### src/rtl/core/spc_pkg.sv
// Shared types, constants and command codes for the stereo peak compressor.
// Used by spc_cfg, spc_ctrl, spc_dp and stereo_peak_compressor.
package spc_pkg;

	// Sample width default and envelope coefficient fraction bits
	localparam int SAMPLE_BITS_DEF = 24;
	localparam int COEFF_BITS      = 16;

	// Configuration port
	localparam int CFG_IDX_BITS  = 3;
	localparam int CFG_DATA_BITS = 17;

	typedef enum logic [CFG_IDX_BITS-1:0] {
		REG_THRESHOLD = 3'd0,
		REG_RATIO     = 3'd1,
		REG_ATTACK    = 3'd2,
		REG_RELEASE   = 3'd3,
		REG_MAKEUP    = 3'd4,
		REG_BLEND     = 3'd5,
		REG_BYPASS    = 3'd6
	} cfg_reg_t;

	// Level and gain constants
	localparam logic [13:0] DB_FLOOR        = 14'd15360;
	localparam logic [26:0] DB_PER_LOG2_Q16 = 27'd101008905;
	localparam logic [21:0] LOG2_10_Q32     = 22'd2786635;
	localparam logic [12:0] RATIO_MIN       = 13'd256;
	localparam logic [12:0] RATIO_MAX       = 13'd5120;
	localparam logic [15:0] MAKEUP_MIN      = 16'd4096;
	localparam logic [15:0] MAKEUP_MAX      = 16'd64917;
	localparam logic [16:0] BLEND_FULL      = 17'd65536;

	// Gain table: 2^(-2^-k) in Q30, k = 1..16, built by square roots after reset
	localparam int TAB_DEPTH = 16;
	localparam int TAB_BITS  = 30;
	localparam int ISQ_STEPS = 30;
	localparam int LOG_STEPS = 17;
	localparam int DIV_STEPS = 25;

	// Clamped configuration seen by the datapath
	typedef struct packed {
		logic [13:0] thr_mag;
		logic [12:0] ratio;
		logic [15:0] attack_coeff;
		logic [15:0] release_coeff;
		logic [15:0] makeup;
		logic [16:0] blend;
		logic        bypass;
	} cfg_t;

	typedef enum logic [4:0] {
		OP_IDLE,
		OP_ISQ_LOAD,
		OP_ISQ_STEP,
		OP_LATCH,
		OP_ENV_MUL,
		OP_ENV_UPD,
		OP_NORM,
		OP_LOG,
		OP_DB,
		OP_GR,
		OP_EXP,
		OP_GAIN,
		OP_GSH,
		OP_WET1,
		OP_WET2,
		OP_MIX1,
		OP_MIX2,
		OP_OUT
	} dp_op_t;

	typedef enum logic [4:0] {
		ST_INIT_LOAD,
		ST_INIT_STEP,
		ST_IDLE,
		ST_START,
		ST_ENV,
		ST_NORM,
		ST_LOG,
		ST_DB,
		ST_GR,
		ST_EXP,
		ST_GAIN,
		ST_GSH,
		ST_WET1,
		ST_WET2,
		ST_MIX1,
		ST_MIX2,
		ST_OUT
	} ctrl_state_t;

	typedef struct packed {
		dp_op_t      op;
		logic [4:0]  idx;
		logic        last;
	} dp_cmd_t;

	typedef struct packed {
		logic byp;
		logic env_zero;
		logic norm_top;
		logic div_done;
		logic out_free;
	} dp_stat_t;

endpackage

### src/rtl/core/spc_cfg.sv
// Configuration registers of the compressor with range clamping.
// Depends on spc_pkg.
module spc_cfg import spc_pkg::*; (
	input  logic                     clk,
	input  logic                     arst_n,
	input  logic                     cfg_write,
	input  logic [CFG_IDX_BITS-1:0]  cfg_index,
	input  logic [CFG_DATA_BITS-1:0] cfg_data,
	output cfg_t                     cfg
);

	logic [14:0] thr_q;
	logic [12:0] ratio_q;
	logic [15:0] attack_q;
	logic [15:0] release_q;
	logic [15:0] makeup_q;
	logic [16:0] blend_q;
	logic        bypass_q;

	// Write one register per enabled cycle
	always_ff @(posedge clk or negedge arst_n) begin
		if (!arst_n) begin
			thr_q     <= '0;
			ratio_q   <= 13'd256;
			attack_q  <= 16'hFFFF;
			release_q <= 16'hFFFF;
			makeup_q  <= 16'd4096;
			blend_q   <= 17'd65536;
			bypass_q  <= 1'b0;
		end else if (cfg_write) begin
			unique case (cfg_reg_t'(cfg_index))
				REG_THRESHOLD: thr_q     <= cfg_data[14:0];
				REG_RATIO:     ratio_q   <= cfg_data[12:0];
				REG_ATTACK:    attack_q  <= cfg_data[15:0];
				REG_RELEASE:   release_q <= cfg_data[15:0];
				REG_MAKEUP:    makeup_q  <= cfg_data[15:0];
				REG_BLEND:     blend_q   <= cfg_data[16:0];
				REG_BYPASS:    bypass_q  <= cfg_data[0];
				default: ;
			endcase
		end
	end

	logic signed [15:0] thr_neg;

	// Clamp to the legal ranges
	always_comb begin
		thr_neg = -$signed({thr_q[14], thr_q});
		if (thr_q[14] && (thr_neg > 16'sd15360)) begin
			cfg.thr_mag = DB_FLOOR;
		end else if (thr_q[14]) begin
			cfg.thr_mag = thr_neg[13:0];
		end else begin
			cfg.thr_mag = '0;
		end
		if (ratio_q < RATIO_MIN) begin
			cfg.ratio = RATIO_MIN;
		end else if (ratio_q > RATIO_MAX) begin
			cfg.ratio = RATIO_MAX;
		end else begin
			cfg.ratio = ratio_q;
		end
		if (makeup_q < MAKEUP_MIN) begin
			cfg.makeup = MAKEUP_MIN;
		end else if (makeup_q > MAKEUP_MAX) begin
			cfg.makeup = MAKEUP_MAX;
		end else begin
			cfg.makeup = makeup_q;
		end
		cfg.blend         = (blend_q > BLEND_FULL) ? BLEND_FULL : blend_q;
		cfg.attack_coeff  = attack_q;
		cfg.release_coeff = release_q;
		cfg.bypass        = bypass_q;
	end

endmodule

### config.mk
export PLATFORM = sky130hd
export DESIGN_NAME = spc_cfg
export DESIGN_NICKNAME = d
export VERILOG_FILES = /design/src/rtl/core/spc_pkg.sv /design/src/rtl/core/spc_cfg.sv
export SDC_FILE = /design/constraint.sdc
export NUM_CORES = 1
export LEC_CHECK = 0
export BUFFER_PORTS_ARGS = -buffer_cell sky130_fd_sc_hd__buf_2
export CORE_ASPECT_RATIO = 0.8
export CORE_MARGIN = 3
export CORE_UTILIZATION = 40
export CTS_CLUSTER_SIZE = 8
export DETAILED_ROUTE_END_ITERATION = 8
export GPL_TIMING_DRIVEN = 0
export PLACE_DENSITY = 0.66
export SLEW_MARGIN = 25
export SYNTH_ARGS = -nofsm -noshare
export SYNTH_HDL_FRONTEND = slang
export SYNTH_SLANG_ARGS = --single-unit
### constraint.sdc
create_clock -name clk -period 2.3 [get_ports clk]
set_clock_uncertainty 0.05 [all_clocks]
set_input_delay 0.345 -clock clk [delete_from_list [all_inputs] [get_ports clk]]
set_output_delay 0.345 -clock clk [all_outputs]
set_load 0.05 [all_outputs]
==> flow_metrics.env, run 1 <==
export IMPL_status="complete, but fails checks"
export IMPL_violations="negative setup slack"
export IMPL_pin_count=116
export IMPL_synth_ff_type="dfrtp_1"
export IMPL_drtAntennaViolNets=0
export IMPL_start_util_pct=41.9
export IMPL_cp_data_arrival_time_ns=2.62
export IMPL_max_slew_margin_pct=39.6
export IMPL_grt_overflow_total=0
export IMPL_totalWireLength_um=11400
export IMPL_clock_sinks=94
export IMPL_antenna_found_initial=1
export IMPL_yosys_top_cells_area="dfrtp_1 (34%), mux2_2 (23%), dfstp_2 (21%)"
export IMPL_p_per_area_nw_per_um2=1190
export IMPL_hpwl_um=7910
export IMPL_synth_avg_cell_area_um2=12.8
export IMPL_crit_type="reg -> out"
export IMPL_gp_congestion=0.807
export IMPL_yosysWarnings=0
export IMPL_ys_async_sr_fraction_pct=100
export IMPL_ys_seq_area_share_pct=54.5
export IMPL_worst_pin_slew_ns=0.898
export IMPL_track_usage_pct=18.9
export IMPL_finalCritPeriodShare_pct=131
export IMPL_worst_setup_path_end_kind="output pin"
export IMPL_antenna_cells=0
export IMPL_synth_seq_cells=94
export IMPL_wl_per_cell_um=18.3
export IMPL_rsz0062_at_grt="yes"
export IMPL_worstSkewPairLatency_ns=0.34
export IMPL_setup_ws_ns=-0.713
export IMPL_drive_gt1_share_pct=66.5
export IMPL_num_vias=3248
export IMPL_area_delta_synth_final_pct=39.4
export IMPL_worstPathMaxFanout=8
export IMPL_die_y_um=99.7
export IMPL_crit_required_ns=1.90
export IMPL_numCtsBuffers=9
export IMPL_synth_cell_types=42
export IMPL_max_cap_viol_count=0
export IMPL_viasPerCell=5.18
export IMPL_drtIter0Drc=131
export IMPL_post_place_ws_ns=-0.598
export IMPL_synth_top_area_share_pct=33.6
export IMPL_finalSetupViolCount=14
export IMPL_num_nets_final=506
export IMPL_htree_levels=3
export IMPL_yosysTopAreaCell="dfrtp_1"
export IMPL_synth_common_cells="mux2_2 (91), dfrtp_1 (59), dfstp_2 (35)"
export IMPL_vdd_drop_max_v=0.000786
export IMPL_grt_max_degree=65
export IMPL_leakagePower_nw=2.62
export IMPL_syn_nets=368
export IMPL_firstDrtPassIters=4
export IMPL_syn_area_um2=4390
export IMPL_cts_tree="done"
export IMPL_cts_root_buf="clkbuf_16"
export IMPL_clock_path_buffers=2
export IMPL_max_clock_freq_mhz=332
export IMPL_die_w_um=123
export IMPL_syn_inst=344
export IMPL_worstSetupStartpointType="register"
export IMPL_hp_class="in -> reg"
export IMPL_numPortBuffers=113
export IMPL_drc=0
export IMPL_grt_first_pass_wirelength_um=17900
export IMPL_placement_rows=33
export IMPL_min_period_ns=3.01
export IMPL_coreArea_um2=10500
export IMPL_hold_violations=0
export IMPL_clkSlewWorstSetupHoldPaths_ns=0.07
export IMPL_hold_ws_ns=0.189
export IMPL_synth_edf_count=0
export IMPL_yosysMostFrequentCell="mux2_2"
export IMPL_grt_pass1_vias=3336
export IMPL_drv_slew=0
export IMPL_dieArea_um2=12300
[routing by layer]
layer  part of all wire, %  GRT usage (%)
met2                    46           29.4
met1                    45           25.6
met5                  0.11              0
met4                   1.2           4.51
met3                   7.1           6.31
[cells in the final DEF (no fill, tap or decap), drive strengths merged, types with 2 or more instances in the layout]
| cell type | Yosys | final |
|---|---|---|
| a211oi | 2 | 2 |
| and2 | 11 | 11 |
| xor2 | 5 | 5 |
| nand4 | 2 | 2 |
| xnor2 | 2 | 2 |
| or4 | 4 | 4 |
| inv | 7 | 9 |
| a21o | 2 | 2 |
| nand4b | 3 | 3 |
| a31oi | 2 | 2 |
| buf | 3 | 127 |
| nor2b | 19 | 19 |
| nor3 | 10 | 11 |
| or3 | 3 | 3 |
| nand2b | 3 | 3 |
| clkinvlp | 0 | 3 |
| o31ai | 3 | 3 |
| a41oi | 1 | 2 |
| nor4 | 10 | 10 |
| dfstp | 35 | 35 |
| o21ai | 5 | 5 |
| clkbuf | 15 | 26 |
| nor2 | 13 | 13 |
| nand2 | 8 | 8 |
| nand3 | 3 | 3 |
| o211a | 3 | 3 |
| o21a | 5 | 5 |
| dfrtp | 59 | 59 |
| mux2 | 91 | 91 |
| nor3b | 6 | 6 |
[worst paths after layout]
kind                               from           to  slack [ns]  cells past startpoint
setup / recovery               thr_q[5]      cfg[84]       -0.71                      6
hold / removal             cfg_data[16]  blend_q[16]        0.19                      2
setup reg to reg               thr_q[5]     thr_q[5]        1.29                      2
hold reg to reg                bypass_q     bypass_q        0.47                      1
max in group asynchronous        arst_n  blend_q[16]        1.16                      3
min in group asynchronous        arst_n  makeup_q[7]        0.40                      2
[per-stage QoR]
| stage | cells | setup TNS, ns | cell area, um^2 | power (mW) | utilization (%) |
|---|---|---|---|---|---|
| 2_1_floorplan | 344 | -4.44 | 4500 | 4.70 | - |
| 6_report | 627 | -8.11 | 6120 | 7.28 | 58.4 |
| 3_5_place_dp | 598 | -10.52 | 5280 | 5.37 | 50.3 |
| 4_1_cts | 623 | -8.76 | 5890 | 7.10 | 56.1 |
| 3_3_place_gp | 597 | -9.90 | 5240 | 5.31 | 50.0 |
| 5_1_grt | 627 | -10.16 | 6120 | 7.60 | 58.4 |
[flip-flops by register name, indices dropped and copies added, names as in the netlist]
register / cells
ratio_q: 13
makeup_q: 16
release_q: 16
bypass_q: 1
attack_q: 16
blend_q: 17
thr_q: 15
[cell families (layout without fill, tap and decap cells)]
family,after synthesis,after routing,synth area share [%]
AO/OA/AOI/OAI,29,30,5.16
XOR/XNOR,7,7,1.40
adder cells (fa/ha/maj),1,1,0.285
buffers and inverters,25,166,2.28
flip-flops,94,94,54.5
multiplexers,91,91,23.3
AND/OR/NAND/NOR,97,98,13.0
[what timing repair did]
item / in CTS / in global routing
resized for setup: 66 / 51
hold buffers: 1 / 0
pin swaps: 11 / 9
setup endpoints to repair: 43 / 40
endpoints found under the hold margin: 10 / 0
buffers inserted: 8 / 5
cloned: 2 / 0
[worst max-delay path: stages (launching register included)]
cell      delay [ns]
dfrtp_2         0.41
or4_4           0.56
or4_4           0.53
o2111a_2        0.18
a31o_4          0.31
nor2_4          0.13
buf_8           0.15
[area by class of cell]
class                           instances  area (um^2)
Buffer                                 15         60.1
Clock buffer                           11          253
Clock inverter                          5         40.0
Fill cell                             876         4360
Inverter                                7         26.3
Multi-Input combinational cell        227         2260
Sequential cell                        94         2400
Tap cell                              140          175
Timing Repair Buffer                  128          912
[report_power, final]
part / switching, mW / internal [mW]
Clock: 0.655 / 0.800
Combinational: 2.20 / 1.14
Sequential: 0.370 / 2.12
Power figures use the tool's default switching activity.
==> run 2: changes to the inputs <==
--- a/config.mk
+++ b/config.mk
@@ -13,6 +13,7 @@
 export DETAILED_ROUTE_END_ITERATION = 8
 export GPL_TIMING_DRIVEN = 0
 export PLACE_DENSITY = 0.66
+export SETUP_SLACK_MARGIN = 0.4
 export SLEW_MARGIN = 25
 export SYNTH_ARGS = -nofsm -noshare
 export SYNTH_HDL_FRONTEND = slang
==> flow_metrics.env, run 2 (same netlist as run 1, synthesis figures left out) <==
export IMPL_finalSetupViolCount=24
export IMPL_worstSetupStartpointType="register"
export IMPL_num_nets_final=532
export IMPL_cpMaxStageDelayCell="or4_4"
export IMPL_hp_class="in -> reg"
export IMPL_clkSlewWorstSetupHoldPaths_ns=0.06
export IMPL_cts_tree="done"
export IMPL_cp_data_arrival_time_ns=2.68
export IMPL_grt_first_pass_wirelength_um=19900
export IMPL_cp_num_cells=6
export IMPL_layout_commonest_cell="mux2_2"
export IMPL_die_w_um=123
export IMPL_crit_required_ns=1.90
export IMPL_numPortBuffers=113
export IMPL_drv_slew=0
export IMPL_gp_congestion=0.775
export IMPL_rsz0062_at_grt="yes"
export IMPL_htree_levels=3
export IMPL_firstDrtPassIters=4
export IMPL_leakagePower_nw=2.95
export IMPL_crit_type="reg -> out"
export IMPL_min_period_ns=3.07
export IMPL_area_delta_synth_final_pct=57.5
export IMPL_crit_chain="or4_4 -> or4_4 -> o2111a_2 -> a31o_4 -> nor2_4 -> buf_8"
export IMPL_vdd_drop_max_v=0.000630
export IMPL_grt_max_degree=71
export IMPL_crit_buf_inv=1
export IMPL_start_util_pct=41.9
export IMPL_crit_path_max_incr_delay_ns=0.55
export IMPL_top_layer_used="met4"
export IMPL_antenna_found_initial=0
export IMPL_rr_worst_depth=3
export IMPL_p_per_area_nw_per_um2=1140
export IMPL_totalWireLength_um=12600
export IMPL_max_slew_margin_pct=57.8
export IMPL_m1WireLength_um=5640
export IMPL_die_y_um=99.7
export IMPL_clock_sinks=94
export IMPL_max_clock_freq_mhz=325
export IMPL_crit_family="simple AND/OR/NAND/NOR gates"
export IMPL_viasPerCell=5.28
export IMPL_track_usage_pct=21.0
export IMPL_worstPathMaxFanout=8
export IMPL_worstSkewPairLatency_ns=0.33
export IMPL_drive_gt1_share_pct=76.4
export IMPL_status="complete, but fails checks"
export IMPL_worst_setup_path_end_kind="output pin"
export IMPL_drc=0
export IMPL_numCtsBuffers=9
export IMPL_setup_ws_ns=-0.773
export IMPL_hold_violations=0
export IMPL_violations="negative setup slack"
export IMPL_drtIter0Drc=172
export IMPL_finalCritPeriodShare_pct=134
export IMPL_placement_rows=33
export IMPL_path_common_cell="or4_4"
export IMPL_cts_root_buf="clkbuf_16"
export IMPL_largest_register="blend_q"
export IMPL_clock_path_buffers=2
export IMPL_max_cap_viol_count=0
export IMPL_antenna_cells=0
export IMPL_grt_pass1_vias=3570
export IMPL_grt_overflow_total=0
export IMPL_fillers=764
export IMPL_coreArea_um2=10500
export IMPL_hpwl_um=8300
export IMPL_dieArea_um2=12300
export IMPL_final_cell_mix="mux2_2 (91), buf_2 (66), dfrtp_1 (51), dfstp_2 (35), buf_8 (34)"
export IMPL_num_vias=3450
export IMPL_worst_pin_slew_ns=0.634
export IMPL_largest_register_ffs=17
export IMPL_wl_per_cell_um=19.3
export IMPL_drtAntennaViolNets=0
export IMPL_pin_count=116
export IMPL_fin_cells=653
export IMPL_hold_depth=2
export IMPL_wl_met3_um=649
export IMPL_placed_cells=598
export IMPL_power_total_mw=7.90
export IMPL_met2_wirelength_um=6220
==> run 2: cell count changes in the layout (fill, tap and decap cells not counted), sizes merged <==
cell      before  now
a41oi          2    1
buf          127  154
clkbuf        26   29
clkinv         0    3
clkinvlp       3    0
inv            9    7
nor3          11   10
==> run 2: cell type report <==
class,count,area (um^2),area share [%]
multi-input combinational,225,2510,36.2
sequential,94,2410,34.8
inverter,7,26.3,0.380
tap,140,175,2.53
buffer,18,101,1.46
clock inverter,3,18.8,0.271
clock buffer,13,270,3.91
timing repair buffer,153,1410,20.4
==> run 2: what timing repair did <==
item,in CTS,in global routing
gates resized for setup,162,48
setup endpoints to repair,64,54
hold buffers,1,0
buffers inserted,30,6
pin swaps,20,19
hold endpoints to repair,10,0
cloned,2,0
==> run 2: worst register-to-register path: stages (launching register included) <==
cell	delay, ns
dfrtp_1	0.39
buf_6	0.13
buf_8	0.13
mux2_2	0.26
==> run 2: stage by stage <==
stage | setup WS [ns] | hold WS, ns | TNS, ns | area, um^2 | utilization [%]
after floorplan | -0.451 | -0.000591 | -4.44 | 4770 | -
after global placement | -0.585 | 0.443 | -6.56 | 5510 | 52.5
after detailed placement | -0.615 | 0.172 | -7.20 | 5540 | 52.8
after CTS | -0.769 | 0.195 | -9.93 | 6690 | 63.8
after global routing | -0.858 | 0.196 | -12.06 | 6920 | 66.0
final | -0.773 | 0.208 | -9.70 | 6920 | 66.0
==> run 2: where the power goes <==
part	internal, mW	switching [mW]
clock network	0.820	0.591
logic	1.60	2.37
registers	2.12	0.394
total	4.54	3.35
==> run 2: layer usage <==
layer | track usage [%] | vias up
li1 | - | 1567
met1 | 29.1 | 1779
met2 | 34.0 | 93
met3 | 5.80 | 11
met4 | 3.06 | 0
met5 | 0 | -
==> run 2: path summary, 6_finish.rpt <==
kind,startpoint,end,slack [ns]
max in group asynchronous,arst_n,release_q[15],1.17
max reg2reg,thr_q[3],thr_q[3],1.22
min in group asynchronous,arst_n,thr_q[6],0.40
min reg2reg,bypass_q,bypass_q,0.47
max,thr_q[6],cfg[85],-0.77
min,cfg_data[16],blend_q[16],0.21
==> run 3: changes to the inputs <==
--- a/config.mk
+++ b/config.mk
@@ -6,7 +6,6 @@
 export NUM_CORES = 1
 export LEC_CHECK = 0
 export BUFFER_PORTS_ARGS = -buffer_cell sky130_fd_sc_hd__buf_2
-export CORE_ASPECT_RATIO = 0.8
 export CORE_MARGIN = 3
 export CORE_UTILIZATION = 40
 export CTS_CLUSTER_SIZE = 8
==> flow_metrics.env, run 3 (same netlist as run 1, synthesis figures left out) <==
export IMPL_leakagePower_nw=2.90
export IMPL_clock_sinks=94
export IMPL_drtIter0Drc=128
export IMPL_hp_class="in -> reg"
export IMPL_totalWireLength_um=12300
export IMPL_die_w_um=111
export IMPL_antenna_cells=0
export IMPL_coreArea_um2=10500
export IMPL_die_y_um=111
export IMPL_cts_tree="done"
export IMPL_final_cell_mix="mux2_2 (91), buf_2 (66), dfrtp_1 (52), buf_6 (36), dfstp_2 (35)"
export IMPL_area_delta_synth_final_pct=54.1
export IMPL_firstDrtPassIters=5
export IMPL_layout_commonest_cell="mux2_2"
export IMPL_worstSetupStartpointType="register"
export IMPL_min_period_ns=3.15
export IMPL_worstSkewPairLatency_ns=0.36
export IMPL_hpwl_um=8070
export IMPL_htree_levels=3
export IMPL_setup_ws_ns=-0.846
export IMPL_fin_cells=650
export IMPL_violations="negative setup slack"
export IMPL_finalSetupViolCount=31
export IMPL_clkSlewWorstSetupHoldPaths_ns=0.09
export IMPL_placed_area_um2=5540
export IMPL_numCtsBuffers=9
export IMPL_grt_first_pass_wirelength_um=19800
export IMPL_pin_count=116
export IMPL_drv_slew=0
export IMPL_max_cap_viol_count=0
export IMPL_max_slew_margin_pct=57.0
export IMPL_finalCritPeriodShare_pct=137
export IMPL_worst_pin_slew_ns=0.641
export IMPL_worstPathMaxFanout=8
export IMPL_placement_rows=37
export IMPL_dieArea_um2=12300
export IMPL_start_util_pct=41.8
export IMPL_num_nets_final=533
export IMPL_register_area_um2=2400
export IMPL_vdd_drop_max_v=0.000765
export IMPL_rsz0062_at_grt="yes"
export IMPL_num_vias=3457
export IMPL_largest_register="blend_q"
export IMPL_ff2ff_setup_slack_ns=1.19
export IMPL_track_usage_pct=20.0
export IMPL_grt_overflow_total=0
export IMPL_clock_path_buffers=2
export IMPL_status="complete, but fails checks"
export IMPL_placed_cells=594
export IMPL_design_area_um2=6770
export IMPL_hold_violations=0
export IMPL_drc=0
export IMPL_worst_setup_path_end_kind="output pin"
export IMPL_multi_input_area_um2=2500
export IMPL_gp_congestion=0.895
export IMPL_drive_gt1_share_pct=75.9
export IMPL_grt_max_degree=65
export IMPL_grt_pass1_vias=3627
export IMPL_crit_required_ns=1.90
export IMPL_fillers=787
export IMPL_max_clock_freq_mhz=318
export IMPL_cp_data_arrival_time_ns=2.75
export IMPL_crit_type="reg -> out"
export IMPL_numPortBuffers=113
export IMPL_largest_register_ffs=17
export IMPL_cts_root_buf="clkbuf_8"
export IMPL_viasPerCell=5.32
export IMPL_antenna_found_initial=0
export IMPL_post_place_ws_ns=-0.631
export IMPL_fin_setup_tns_ns=-12.85
export IMPL_p_per_area_nw_per_um2=1120
export IMPL_drtAntennaViolNets=0
export IMPL_wl_per_cell_um=18.9
run 3: where the power goes:
group / switching [mW] / internal (mW) / total [mW]
sequential: 0.378 / 2.12 / 2.50
combinational: 2.35 / 1.56 / 3.91
clock: 0.576 / 0.576 / 1.15
run 3: per-layer routing:
layer | part of all wire, % | vias to the layer above | global-route usage [%]
li1 | - | 1579 | -
met1 | 41 | 1749 | 26.0
met2 | 51 | 113 | 33.1
met3 | 6.3 | 16 | 4.91
met4 | 1.6 | 0 | 6.08
met5 | 0 | - | 0
run 3: final timing paths:
check,startpoint,endpoint,cells past startpoint
min in group asynchronous,arst_n,ratio_q[0],2
worst max-delay path,thr_q[10],cfg[83],7
max in group asynchronous,arst_n,release_q[9],3
worst max register to register,makeup_q[15],makeup_q[15],3
worst min-delay path,cfg_data[16],blend_q[16],2
worst min register to register,bypass_q,bypass_q,1
run 3: cell type report:
cell class | count | area share [%]
multi-input cells | 225 | 36.9
flip-flops and latches | 94 | 35.5
repair buffers | 154 | 20.1
well taps | 136 | 2.51
clock buffers | 12 | 2.31
plain buffers | 18 | 1.50
clock inverters | 4 | 0.758
inverters | 7 | 0.388
run 3: through the flow:
| stage | power [mW] | hold slack [ns] | utilization (%) |
|---|---|---|---|
| floorplan | 4.90 | -0.000591 | - |
| global placement | 5.51 | 0.438 | 52.4 |
| detailed placement | 5.57 | 0.197 | 52.7 |
| CTS | 7.45 | 0.162 | 63.0 |
| global route | 7.89 | 0.173 | 64.4 |
| finish | 7.56 | 0.174 | 64.4 |
run 3: what timing repair did:
item | in CTS | in global routing
buffers inserted | 32 | 6
pin swaps | 24 | 14
setup endpoints to repair | 65 | 73
endpoints found under the hold margin | 20 | 0
gates cloned | 1 | 0
gates resized for setup | 166 | 29
hold buffers | 1 | 0
run 3: worst max-delay path, stage by stage, from the launching register on:
cell	delay [ns]
dfrtp_1	0.45
or4_4	0.54
buf_6	0.13
or4_4	0.48
o2111a_2	0.20
a31o_4	0.32
nor2_4	0.11
buf_6	0.16
