$ cat src/rtl/core/spc_pkg.sv
// Shared types, constants and command codes for the stereo peak compressor.
// Used by spc_cfg, spc_ctrl, spc_dp and stereo_peak_compressor.
package spc_pkg;

	// Sample width default and envelope coefficient fraction bits
	localparam int SAMPLE_BITS_DEF = 24;
	localparam int COEFF_BITS      = 16;

	// Configuration port
	localparam int CFG_IDX_BITS  = 3;
	localparam int CFG_DATA_BITS = 17;

	typedef enum logic [CFG_IDX_BITS-1:0] {
		REG_THRESHOLD = 3'd0,
		REG_RATIO     = 3'd1,
		REG_ATTACK    = 3'd2,
		REG_RELEASE   = 3'd3,
		REG_MAKEUP    = 3'd4,
		REG_BLEND     = 3'd5,
		REG_BYPASS    = 3'd6
	} cfg_reg_t;

	// Level and gain constants
	localparam logic [13:0] DB_FLOOR        = 14'd15360;
	localparam logic [26:0] DB_PER_LOG2_Q16 = 27'd101008905;
	localparam logic [21:0] LOG2_10_Q32     = 22'd2786635;
	localparam logic [12:0] RATIO_MIN       = 13'd256;
	localparam logic [12:0] RATIO_MAX       = 13'd5120;
	localparam logic [15:0] MAKEUP_MIN      = 16'd4096;
	localparam logic [15:0] MAKEUP_MAX      = 16'd64917;
	localparam logic [16:0] BLEND_FULL      = 17'd65536;

	// Gain table: 2^(-2^-k) in Q30, k = 1..16, built by square roots after reset
	localparam int TAB_DEPTH = 16;
	localparam int TAB_BITS  = 30;
	localparam int ISQ_STEPS = 30;
	localparam int LOG_STEPS = 17;
	localparam int DIV_STEPS = 25;

	// Clamped configuration seen by the datapath
	typedef struct packed {
		logic [13:0] thr_mag;
		logic [12:0] ratio;
		logic [15:0] attack_coeff;
		logic [15:0] release_coeff;
		logic [15:0] makeup;
		logic [16:0] blend;
		logic        bypass;
	} cfg_t;

	typedef enum logic [4:0] {
		OP_IDLE,
		OP_ISQ_LOAD,
		OP_ISQ_STEP,
		OP_LATCH,
		OP_ENV_MUL,
		OP_ENV_UPD,
		OP_NORM,
		OP_LOG,
		OP_DB,
		OP_GR,
		OP_EXP,
		OP_GAIN,
		OP_GSH,
		OP_WET1,
		OP_WET2,
		OP_MIX1,
		OP_MIX2,
		OP_OUT
	} dp_op_t;

	typedef enum logic [4:0] {
		ST_INIT_LOAD,
		ST_INIT_STEP,
		ST_IDLE,
		ST_START,
		ST_ENV,
		ST_NORM,
		ST_LOG,
		ST_DB,
		ST_GR,
		ST_EXP,
		ST_GAIN,
		ST_GSH,
		ST_WET1,
		ST_WET2,
		ST_MIX1,
		ST_MIX2,
		ST_OUT
	} ctrl_state_t;

	typedef struct packed {
		dp_op_t      op;
		logic [4:0]  idx;
		logic        last;
	} dp_cmd_t;

	typedef struct packed {
		logic byp;
		logic env_zero;
		logic norm_top;
		logic div_done;
		logic out_free;
	} dp_stat_t;

endpackage

$ cat src/rtl/core/spc_ctrl.sv
// Sequencer of the compressor: table build after reset, then one sample at a time.
// Depends on spc_pkg; drives spc_dp through dp_cmd_t and reads dp_stat_t.
module spc_ctrl import spc_pkg::*; (
	input  logic     clk,
	input  logic     arst_n,
	input  logic     in_valid,
	output logic     in_stall,
	input  dp_stat_t stat,
	output dp_cmd_t  cmd
);

	ctrl_state_t state_q, state_d;
	logic [4:0]  cnt_q, cnt_d;
	logic [3:0]  tk_q, tk_d;

	always_ff @(posedge clk or negedge arst_n) begin
		if (!arst_n) begin
			state_q <= ST_INIT_LOAD;
			cnt_q   <= '0;
			tk_q    <= '0;
		end else begin
			state_q <= state_d;
			cnt_q   <= cnt_d;
			tk_q    <= tk_d;
		end
	end

	// Next state
	always_comb begin
		state_d = state_q;
		cnt_d   = cnt_q;
		tk_d    = tk_q;
		unique case (state_q)
			ST_INIT_LOAD: begin
				state_d = ST_INIT_STEP;
				cnt_d   = '0;
			end
			ST_INIT_STEP: begin
				if (cnt_q == 5'(ISQ_STEPS - 1)) begin
					tk_d    = tk_q + 4'd1;
					state_d = (tk_q == 4'(TAB_DEPTH - 1)) ? ST_IDLE : ST_INIT_LOAD;
				end else begin
					cnt_d = cnt_q + 5'd1;
				end
			end
			ST_IDLE:  if (in_valid) state_d = ST_START;
			ST_START: state_d = stat.byp ? ST_OUT : ST_ENV;
			ST_ENV:   state_d = ST_NORM;
			ST_NORM: begin
				cnt_d = '0;
				if (stat.env_zero) begin
					state_d = ST_DB;
				end else if (stat.norm_top) begin
					state_d = ST_LOG;
				end
			end
			ST_LOG: begin
				cnt_d = cnt_q + 5'd1;
				if (cnt_q == 5'(LOG_STEPS - 1)) state_d = ST_DB;
			end
			ST_DB:  state_d = ST_GR;
			ST_GR:  if (stat.div_done) state_d = ST_EXP;
			ST_EXP: begin
				state_d = ST_GAIN;
				cnt_d   = '0;
			end
			ST_GAIN: begin
				cnt_d = cnt_q + 5'd1;
				if (cnt_q == 5'(TAB_DEPTH - 1)) state_d = ST_GSH;
			end
			ST_GSH:  state_d = ST_WET1;
			ST_WET1: state_d = ST_WET2;
			ST_WET2: state_d = ST_MIX1;
			ST_MIX1: state_d = ST_MIX2;
			ST_MIX2: state_d = ST_OUT;
			ST_OUT:  if (stat.out_free) state_d = ST_IDLE;
			default: state_d = ST_IDLE;
		endcase
	end

	// Commands to the datapath
	always_comb begin
		cmd.op   = OP_IDLE;
		cmd.idx  = cnt_q;
		cmd.last = 1'b0;
		in_stall = (state_q != ST_IDLE);
		unique case (state_q)
			ST_INIT_LOAD: cmd.op = OP_ISQ_LOAD;
			ST_INIT_STEP: begin
				cmd.op   = OP_ISQ_STEP;
				cmd.idx  = {1'b0, tk_q};
				cmd.last = (cnt_q == 5'(ISQ_STEPS - 1));
			end
			ST_IDLE:  cmd.op = in_valid ? OP_LATCH : OP_IDLE;
			ST_START: cmd.op = OP_ENV_MUL;
			ST_ENV:   cmd.op = OP_ENV_UPD;
			ST_NORM:  cmd.op = OP_NORM;
			ST_LOG:   cmd.op = OP_LOG;
			ST_DB:    cmd.op = OP_DB;
			ST_GR:    cmd.op = stat.div_done ? OP_GR : OP_IDLE;
			ST_EXP:   cmd.op = OP_EXP;
			ST_GAIN:  cmd.op = OP_GAIN;
			ST_GSH:   cmd.op = OP_GSH;
			ST_WET1:  cmd.op = OP_WET1;
			ST_WET2:  cmd.op = OP_WET2;
			ST_MIX1:  cmd.op = OP_MIX1;
			ST_MIX2:  cmd.op = OP_MIX2;
			ST_OUT:   cmd.op = stat.out_free ? OP_OUT : OP_IDLE;
			default:  cmd.op = OP_IDLE;
		endcase
	end

endmodule

$ cat config.mk
export PLATFORM = sky130hd
export DESIGN_NAME = spc_ctrl
export DESIGN_NICKNAME = d
export VERILOG_FILES = /design/src/rtl/core/spc_pkg.sv /design/src/rtl/core/spc_ctrl.sv
export SDC_FILE = /design/constraint.sdc
export NUM_CORES = 1
export LEC_CHECK = 0
export ABC_AREA = 1
export BUFFER_PORTS_ARGS = -buffer_cell sky130_fd_sc_hd__clkbuf_2
export CAP_MARGIN = 20
export CORE_ASPECT_RATIO = 0.75
export CORE_MARGIN = 2
export CORE_UTILIZATION = 55
export DETAILED_ROUTE_END_ITERATION = 7
export GPL_TIMING_DRIVEN = 0
export HOLD_SLACK_MARGIN = 0.08
export PLACE_DENSITY = 0.78
export SYNTH_ARGS = -nofsm -noshare
export SYNTH_HDL_FRONTEND = slang
export SYNTH_SLANG_ARGS = --single-unit
$ cat constraint.sdc
create_clock -name clk -period 4.7 [get_ports clk]
set_clock_uncertainty 0.15 [all_clocks]
set_input_delay 0.94 -clock clk [delete_from_list [all_inputs] [get_ports clk]]
set_output_delay 0.94 -clock clk [all_outputs]
set_load 0.03 [all_outputs]
==> results.py, run 1 <==
metrics = {
    "worst_setup_path": {
        "r2r-start": "state_q[0]",
        "endpoint_kind": "output pin",
        "critPathRequiredTime_ns": 3.61,
        "crit_chain": "nor2_1 -> nand3_1 -> nor2_1 -> nor2_1 -> nand4_1 -> clkbuf_2",
        "start_kind": "flop",
        "crit_fanout": 7,
        "max_stage_delay_ns": 0.49,
        "crit_slowest_cell": "dfrtp_1",
        "cp.arrival_ns": 2.00,
        "startpoint": "state_q[0]",
        "worstSetupPathType": "flop to output pin",
        "timing.critical_path.mode_cell": "nor2_1",
    },
    "route": {
        "wl_met1_um": 1332,
        "wl_met3_um": 167,
        "met2_length_um": 1266,
        "wl_um": 2801,
        "routed_via_density": 5.438,
        "antenna_left": 0,
        "drt_iter0_drc": 44,
        "firstDrtPassIters": 4,
        "top_layer": "met4",
        "drc": 0,
        "routed-via-count": 1191,
        "routedWlPerCell_um": 12.79,
    },
    "yosys": {
        "ys_types": 22,
        "netlist_instances": 172,
        "synth_nets": 185,
        "ys_ff_latch": 14,
        "async_flop_share_pct": 100.0,
        "synth_area_leader_cell": "dfrtp_1",
        "yosys.cell_count.top_type": "nand2_1",
        "synth_flop_cell": "dfrtp_1",
        "synth.area.top_cells": "dfrtp_1 29%, nand2_1 15%, nand3_1 9.1%",
        "synth-edff-count": 0,
        "syn-mean-instance-area_um2": 7.042,
        "syn_area_um2": 1211,
        "synth_top_area_share_pct": 28.93,
        "yosysWarnings": 0,
        "yosys-top-cells-count": "48 x nand2_1, 24 x inv_1, 22 x nand3_1",
        "seq_area_frac_synth_pct": 28.93,
    },
    "pwr": {
        "combPwrFrac_pct": 66.0,
        "internal-power_uw": 357.1,
        "pwr_density_cell_nw_per_um2": 615.6,
        "leakagePower_uw": 0.0008136,
        "p_sw_uw": 487.8,
        "vdd_drop_max_mv": 0.4427,
        "sw_frac_of_total_pct": 57.73,
        "clkPwrFrac_pct": 10.8,
        "pwr-share-seq_pct": 23.2,
    },
    "sta": {
        "timing.setup.tns_ns": 0,
        "setup_ws_ns": 1.609,
        "finalSetupViolCount": 0,
        "worstMarginPinSlew_ns": 0.4752,
        "report.final.hold_viol_count": 0,
        "final.period_utilization_pct": 65.76,
        "slew_violations": 0,
        "rsz0062_at_grt": "false",
        "max_slew_margin_pct": 68.21,
        "fmax_mhz": 323.6,
        "min_period_ns": 3.091,
    },
    "cts": {
        "clkTransAtPathRegs_ns": 0.10,
        "cts_resized": 0,
        "cts_buffers": 3,
        "post_cts_buffers": 0,
        "htreeDepth": 1,
        "cts_buffer_depth": 2,
        "clock-sinks": 14,
        "clk_latency_ns": 0.30,
        "root_buffer": "clkbuf_4",
        "ctsHoldBuffers": 0,
        "cts_tree": "yes",
    },
    "floorplanning": {
        "rows": 14,
        "placeableCoreArea_um2": 2049,
        "die_h_um": 44.64,
        "initial_core_util_pct": 59.10,
        "die_width_um": 58.19,
        "pin_count": 20,
        "dieArea_um2": 2597,
    },
    "global_routing": {
        "grt.overflow.total": 0,
        "grt_pass1_wl_um": 4774,
        "grt_max_degree": 15,
        "antenna_found_initial": 0,
        "grtUsageTotal_pct": 24.89,
        "grt_pass1_vias": 1025,
    },
    "flow_run": {
        "cap_viol_max_count": 0,
    },
    "cells_and_area": {
        "multi_input_area_um2": 755.7,
        "antenna_cells": 0,
        "fillers": 194,
        "drive_gt1_share_pct": 20.00,
        "layout.area.seq_um2": 350.3,
        "area_delta_synth_final_pct": 13.33,
        "nNetsFinal": 209,
    },
    "outcome": {
        "outcome": "complete, no violations",
    },
    "place": {
        "io_buffers": 19,
        "hpwlAfterDp_um": 2228,
        "place_congestion": 0.8875,
        "pre_cts_ws_ns": 1.954,
    },
    "min_path": {
        "holdCritPathClass": "flop to flop",
        "hold_path_startpoint": "tk_q[2]",
    },
}
[path summary, 6_finish.rpt]
path                            depth (start not counted)  slack [ns]    endpoint
worst min-delay path                                    1        0.37     tk_q[2]
max in group asynchronous                               1        3.73     tk_q[2]
min in group asynchronous                               1        0.38    cnt_q[2]
worst max register to register                          6        2.86  state_q[0]
worst max-delay path                                    6        1.61      cmd[6]
worst min register to register                          1        0.37     tk_q[2]
[cells in the final DEF, fill, tap and decap left out, drive strengths merged]
| master | netlist | final |
|---|---|---|
| nand3 | 23 | 23 |
| xnor2 | 1 | 1 |
| o211ai | 2 | 2 |
| nor2 | 28 | 28 |
| nand4 | 11 | 11 |
| clkbuf | 0 | 23 |
| o221ai | 1 | 1 |
| dfrtp | 14 | 14 |
| inv | 25 | 25 |
| buf | 1 | 1 |
| a21oi | 1 | 1 |
| xor2 | 4 | 4 |
| ha | 5 | 5 |
| o21ai | 3 | 3 |
| nand2 | 52 | 52 |
| and3 | 1 | 1 |
[state kept, by name, indices dropped and copies added, names as in the netlist]
signal and flops:
cnt_q 5, state_q 5, tk_q 4
[cells by family after synthesis]
family,synth area share (%)
and+or+nand+nor,49.38
DFF,28.93
AOI/OAI and AO/OA,3.615
xor gates and xnor gates,4.236
adders and majority gates,5.165
buffers and inverters,8.678
[routing by layer]
| metal | vias up | track usage [%] |
|---|---|---|
| li1 | 603 | - |
| met1 | 544 | 35.62 |
| met2 | 38 | 37.05 |
| met3 | 6 | 6.725 |
| met4 | 0 | 6.977 |
| met5 | - | 0 |
[power by group through the flow]
stage	sequential, uW	clock, uW	combinational [uW]
after floorplan	188	0	434
after global placement	196	0	545
after detailed placement	198	0	555
after CTS	196	92.1	557
after global routing	200	97.1	627
final	196	91.5	558
[critical path, delay by kind of cell, from the launching register on]
family	cells	cell delay, ns
and+or+nand+nor	5	1.01
DFF	1	0.49
buffers and inverters	1	0.20
[per-stage QoR]
step	utilization (%)	cells	hold WS [ns]	cell area [um^2]	total power (uW)
global placement	65.20	215	0.3578	1336	740.5
finish	66.97	219	0.3685	1373	844.9
CTS	66.97	219	0.3722	1373	844.9
detailed placement	65.20	215	0.3579	1336	753.3
global route	66.97	219	0.3949	1373	924.4
floorplan	-	172	0.3334	1211	622.2
[cell type report]
type / count / share of cell area [%]
timing repair buffer: 19 / 6.928
sequential: 14 / 25.52
clock buffer: 4 / 2.644
buffer: 1 / 0.8204
tap: 24 / 2.188
inverter: 25 / 6.837
multi-input combinational: 132 / 55.06
No activity file was read; power rests on OpenSTA's default activity.
==> run 2: changes to the inputs <==
- CORE_UTILIZATION: 55 -> 50
- PLACE_DENSITY: 0.78 -> 0.75
- clock period: 4.7 -> 2.54 ns (I/O delays scaled with it)
==> run 2 against run 1 <==
Net effect:
- clock-buffer cell count stayed put
- sequential power is 91% higher
- worst hold slack worse by 0.073 ns
- register-to-register slack worse by 2.1 ns
- die area is 9.2% higher
- sequential cell count stayed put
- utilization is 5.3 points lower
- global-route usage is 2.7 points lower
- worst setup slack worse by 1.5 ns
- clock power is 81% higher
==> results.py, run 2 (same netlist as run 1, synthesis figures left out) <==
metrics = {
    "worst_setup_path": {
        "r2r_end": "state_q[1]",
        "crit_chain": "inv_1 -> nand2_4 -> nor2_8 -> nand2_4 -> buf_6 -> inv_1 -> clkbuf_2",
        "crit_slowest_cell": "dfrtp_1",
        "cp.arrival_ns": 1.76,
        "start_kind": "flop",
        "critPathRequiredTime_ns": 1.88,
        "rrSetupSlack_ns": 0.81,
        "max_stage_delay_ns": 0.47,
        "r2r_cells": 10,
        "r2r-start": "cnt_q[0]",
        "endpoint_kind": "output pin",
        "worstSetupPathType": "flop to output pin",
        "crit_fanout": 10,
    },
    "route": {
        "drt_iter0_drc": 47,
        "routedWlPerCell_um": 11.90,
        "antenna_left": 0,
        "routed-via-count": 1190,
        "wl_um": 2738,
        "routed_via_density": 5.174,
        "drc": 0,
        "firstDrtPassIters": 4,
    },
    "min_path": {
        "holdCritPathClass": "input port to flop",
        "hold_depth": 2,
        "hold_end": "state_q[2]",
        "hold_path_startpoint": "stat[4]",
    },
    "flow_run": {
        "cap_viol_max_count": 0,
    },
    "cells_and_area": {
        "drive_gt1_share_pct": 21.43,
        "final_common_cell": "nand2_1",
        "fillers": 216,
        "nNetsFinal": 210,
        "largestRegisters": "cnt_q (5), state_q (5), tk_q (4)",
        "antenna_cells": 0,
        "area_delta_synth_final_pct": 16.63,
        "final_cell_mix": "48 x nand2_1, 24 x inv_1, 22 x nand3_1",
    },
    "global_routing": {
        "grtUsageTotal_pct": 22.19,
        "grt_pass1_vias": 967,
        "grt.overflow.total": 0,
        "grt_pass1_wl_um": 4533,
        "antenna_found_initial": 0,
        "grt_max_degree": 15,
    },
    "cts": {
        "clkTransAtPathRegs_ns": 0.09,
        "cts_buffers": 3,
        "htreeDepth": 1,
        "clock-sinks": 14,
        "clk_latency_ns": 0.29,
        "cts_tree": "yes",
        "cts_buffer_depth": 2,
        "root_buffer": "clkbuf_4",
    },
    "sta": {
        "min_period_ns": 2.418,
        "whs_ns": 0.2958,
        "report.final.hold_viol_count": 0,
        "worstMarginPinSlew_ns": 0.3652,
        "fmax_mhz": 413.5,
        "timing.setup.tns_ns": 0,
        "finalSetupViolCount": 0,
        "final.period_utilization_pct": 95.20,
        "max_slew_margin_pct": 75.65,
        "slew_violations": 0,
        "rsz0062_at_grt": "false",
    },
    "pwr": {
        "combPwrFrac_pct": 65.5,
        "pwr_density_cell_nw_per_um2": 1112,
        "p_total_uw": 1571,
        "p_sw_uw": 898.1,
        "leakagePower_uw": 0.0008174,
        "pwr-share-seq_pct": 23.9,
        "clkPwrFrac_pct": 10.6,
        "sw_frac_of_total_pct": 57.17,
        "internal-power_uw": 672.7,
        "vdd_drop_max_mv": 0.4983,
    },
    "floorplanning": {
        "pin_count": 20,
        "die_h_um": 46.63,
        "initial_core_util_pct": 52.90,
        "die_width_um": 60.83,
        "rows": 15,
        "placeableCoreArea_um2": 2290,
        "dieArea_um2": 2836,
    },
    "place": {
        "place_congestion": 0.8478,
        "io_buffers": 19,
        "hpwlAfterDp_um": 2136,
    },
    "outcome": {
        "outcome": "complete, no violations",
    },
}
[run 2: final cells by class]
cell class | count | area [um^2] | area share (%)
plain buffers | 1 | 11.26 | 0.7972
multi-input cells | 132 | 768.2 | 54.38
inverters | 25 | 96.34 | 6.820
flip-flops and latches | 14 | 352.8 | 24.98
clock buffers | 4 | 36.28 | 2.569
repair buffers | 20 | 105.1 | 7.440
well taps | 34 | 42.54 | 3.012
[run 2: critical path: cells and delay by family (launching register included)]
| kind | cells | cell delay [ns] |
|---|---|---|
| DFF | 1 | 0.47 |
| and+or+nand+nor | 3 | 0.38 |
| buffers and inverters | 4 | 0.63 |
[run 2: stage by stage]
| step | cell area (um^2) | util, % | worst slack, ns | cells |
|---|---|---|---|---|
| floorplan | 1211 | - | 0.2445 | 172 |
| detailed placement | 1349 | 58.91 | 0.3294 | 225 |
| global placement | 1349 | 58.91 | 0.3322 | 225 |
| finish | 1413 | 61.69 | 0.1219 | 230 |
| CTS | 1395 | 60.93 | 0.0005218 | 230 |
| global route | 1413 | 61.69 | 0.005829 | 230 |
[run 2: power groups by stage]
stage          sequential [uW]  combinational [uW]  clock (uW)
2_1_floorplan              349                 803           0
3_3_place_gp               363                 996           0
6_report                   375                1030         166
5_1_grt                    384                1160         187
3_5_place_dp               367                1010           0
4_1_cts                    362                1020         171
[run 2: worst max path at each step]
stage / cells past startpoint / start / endpoint / slack [ns]
floorplan: 3 / state_q[0] / cmd[10] / 0.24
global placement: 6 / state_q[0] / cmd[6] / 0.33
detailed placement: 6 / state_q[0] / cmd[6] / 0.33
CTS: 6 / state_q[0] / cmd[6] / 0.0005
global route: 8 / state_q[4] / cmd[8] / 0.006
finish: 7 / state_q[1] / cmd[0] / 0.12
[run 2: metal layers]
layer / global-route usage [%] / part of all wire [%] / up-vias
li1: - / - / 608
met1: 34.07 / 47 / 534
met2: 29.68 / 43 / 43
met3: 6.742 / 8.7 / 5
met4: 5.217 / 0.80 / 0
met5: 0 / 0 / -
[run 2: repair_timing]
item / CTS / global route
resized for setup: 0 / 6
endpoints found under the setup margin: 0 / 4
setup buffers: 0 / 0
hold buffers: 1 / 0
endpoints found under the hold margin: 14 / 0
==> run 3: changes to the inputs <==
- PLACE_DENSITY: 0.75 -> 0.79
- TNS_END_PERCENT: default -> 100
==> run 3 against run 2 <==
Net effect:
- critical path depth did not move
- final area unchanged
- die area stayed put
- sequential share of layout area unchanged
- final cell count unchanged
- via count rose by 1.7%
- total power grew 1.4%
==> results.py, run 3 (same netlist as run 1, synthesis figures left out) <==
metrics = {
    "outcome": {
        "outcome": "complete, no violations",
    },
    "route": {
        "antenna_left": 0,
        "routed-via-count": 1210,
        "routed_via_density": 5.261,
        "firstDrtPassIters": 4,
        "routedWlPerCell_um": 12.35,
        "drt_iter0_drc": 63,
        "wl_um": 2840,
        "drc": 0,
    },
    "floorplanning": {
        "die_h_um": 46.63,
        "placeableCoreArea_um2": 2290,
        "rows": 15,
        "die_width_um": 60.83,
        "dieArea_um2": 2836,
        "initial_core_util_pct": 52.90,
        "pin_count": 20,
    },
    "cts": {
        "root_buffer": "clkbuf_4",
        "post_cts_buffers": 0,
        "clk_latency_ns": 0.29,
        "clkTransAtPathRegs_ns": 0.10,
        "htreeDepth": 1,
        "clock-sinks": 14,
        "cts_buffers": 3,
        "cts_buffer_depth": 2,
        "cts_tree": "yes",
    },
    "cells_and_area": {
        "final_cell_mix": "48 x nand2_1, 24 x inv_1, 22 x nand3_1",
        "stdcell_area_um2": 1413,
        "antenna_cells": 0,
        "drive_gt1_share_pct": 21.43,
        "final_common_cell": "nand2_1",
        "nNetsFinal": 210,
        "largestRegisters": "cnt_q (5), state_q (5), tk_q (4)",
        "fillers": 228,
        "area_delta_synth_final_pct": 16.63,
    },
    "global_routing": {
        "antenna_found_initial": 0,
        "grt.overflow.total": 0,
        "grt_max_degree": 15,
        "grt_pass1_wl_um": 4643,
        "grt_pass1_vias": 1034,
        "grtUsageTotal_pct": 22.53,
    },
    "worst_setup_path": {
        "r2r-start": "state_q[1]",
        "critPathRequiredTime_ns": 1.88,
        "r2r_cells": 8,
        "worstSetupPathType": "flop to output pin",
        "cp.arrival_ns": 1.76,
        "endpoint_kind": "output pin",
        "r2r_end": "cnt_q[2]",
        "crit_fanout": 10,
        "rrSetupSlack_ns": 0.82,
        "start_kind": "flop",
    },
    "flow_run": {
        "cap_viol_max_count": 0,
    },
    "pwr": {
        "pwr_density_cell_nw_per_um2": 1128,
        "leakagePower_uw": 0.0008174,
        "vdd_drop_max_mv": 0.4575,
    },
    "sta": {
        "worstMarginPinSlew_ns": 0.3863,
        "rsz0062_at_grt": "false",
        "slew_violations": 0,
        "timing.setup.tns_ns": 0,
        "final.period_utilization_pct": 95.34,
        "max_slew_margin_pct": 74.25,
        "fmax_mhz": 413.0,
        "setup_ws_ns": 0.1184,
        "min_period_ns": 2.422,
        "finalSetupViolCount": 0,
        "report.final.hold_viol_count": 0,
    },
    "min_path": {
        "hold_depth": 2,
        "holdCritPathClass": "input port to flop",
        "hold_path_startpoint": "stat[4]",
        "hold_end": "state_q[2]",
    },
    "place": {
        "hpwlAfterDp_um": 2196,
        "placed_cell_area_um2": 1349,
        "io_buffers": 19,
        "place_congestion": 0.9083,
        "pre_cts_ws_ns": 0.3314,
    },
}
run 3: cell counts in the layout (fill, tap and decap cells not counted):
No cell type changed its count.
run 3: power breakdown:
part	internal, uW	switching [uW]	total, uW
clock	87.3	82.8	170
combinational	312	736	1050
sequential	274	101	376
total	673	920	1590
run 3: how the worst max path moves through the flow:
stage | startpoint | to | slack, ns
after floorplan | state_q[0] | cmd[10] | 0.24
after global placement | state_q[0] | cmd[6] | 0.35
after detailed placement | state_q[0] | cmd[6] | 0.33
after CTS | state_q[0] | cmd[6] | 0.02
after global routing | state_q[1] | cmd[0] | 0.02
final | state_q[1] | cmd[0] | 0.12
run 3: repair_timing:
item / 4_1_cts / 5_1_grt
hold endpoints to repair: 14 / 0
resized for setup: 0 / 6
endpoints found under the setup margin: 0 / 4
hold buffers: 1 / 0
run 3: worst max-delay path, cell delays in order, from the launching register on:
cell and delay [ns]:
dfrtp_1 0.46, inv_1 0.21, nand2_4 0.11, nor2_8 0.19
nand2_4 0.08, buf_6 0.15, inv_1 0.07, clkbuf_2 0.20
run 3: cell type report:
class	instances	area [um^2]	area share [%]
Buffer	1	11.26	0.7972
Clock buffer	4	36.28	2.569
Inverter	25	96.34	6.820
Multi-Input combinational cell	132	768.2	54.38
Sequential cell	14	352.8	24.98
Tap cell	34	42.54	3.012
Timing Repair Buffer	20	105.1	7.440
run 3: metal layers:
| metal | global-route usage, % | vias to the layer above | wire length [um] |
|---|---|---|---|
| met3 | 7.865 | 7 | 210 |
| met1 | 33.73 | 550 | 1348 |
| met4 | 4.783 | 0 | 29 |
| met5 | 0 | - | 0 |
| li1 | - | 608 | - |
| met2 | 30.75 | 45 | 1250 |
run 3: per-stage QoR:
| stage | utilization (%) | hold WS [ns] | cells | total power [uW] |
|---|---|---|---|---|
| 2_1_floorplan | - | 0.06241 | 172 | 1151 |
| 3_3_place_gp | 58.91 | 0.2884 | 225 | 1364 |
| 3_5_place_dp | 58.91 | 0.2941 | 225 | 1388 |
| 4_1_cts | 60.93 | 0.2803 | 230 | 1560 |
| 5_1_grt | 61.69 | 0.2919 | 230 | 1734 |
| 6_report | 61.69 | 0.2752 | 230 | 1593 |
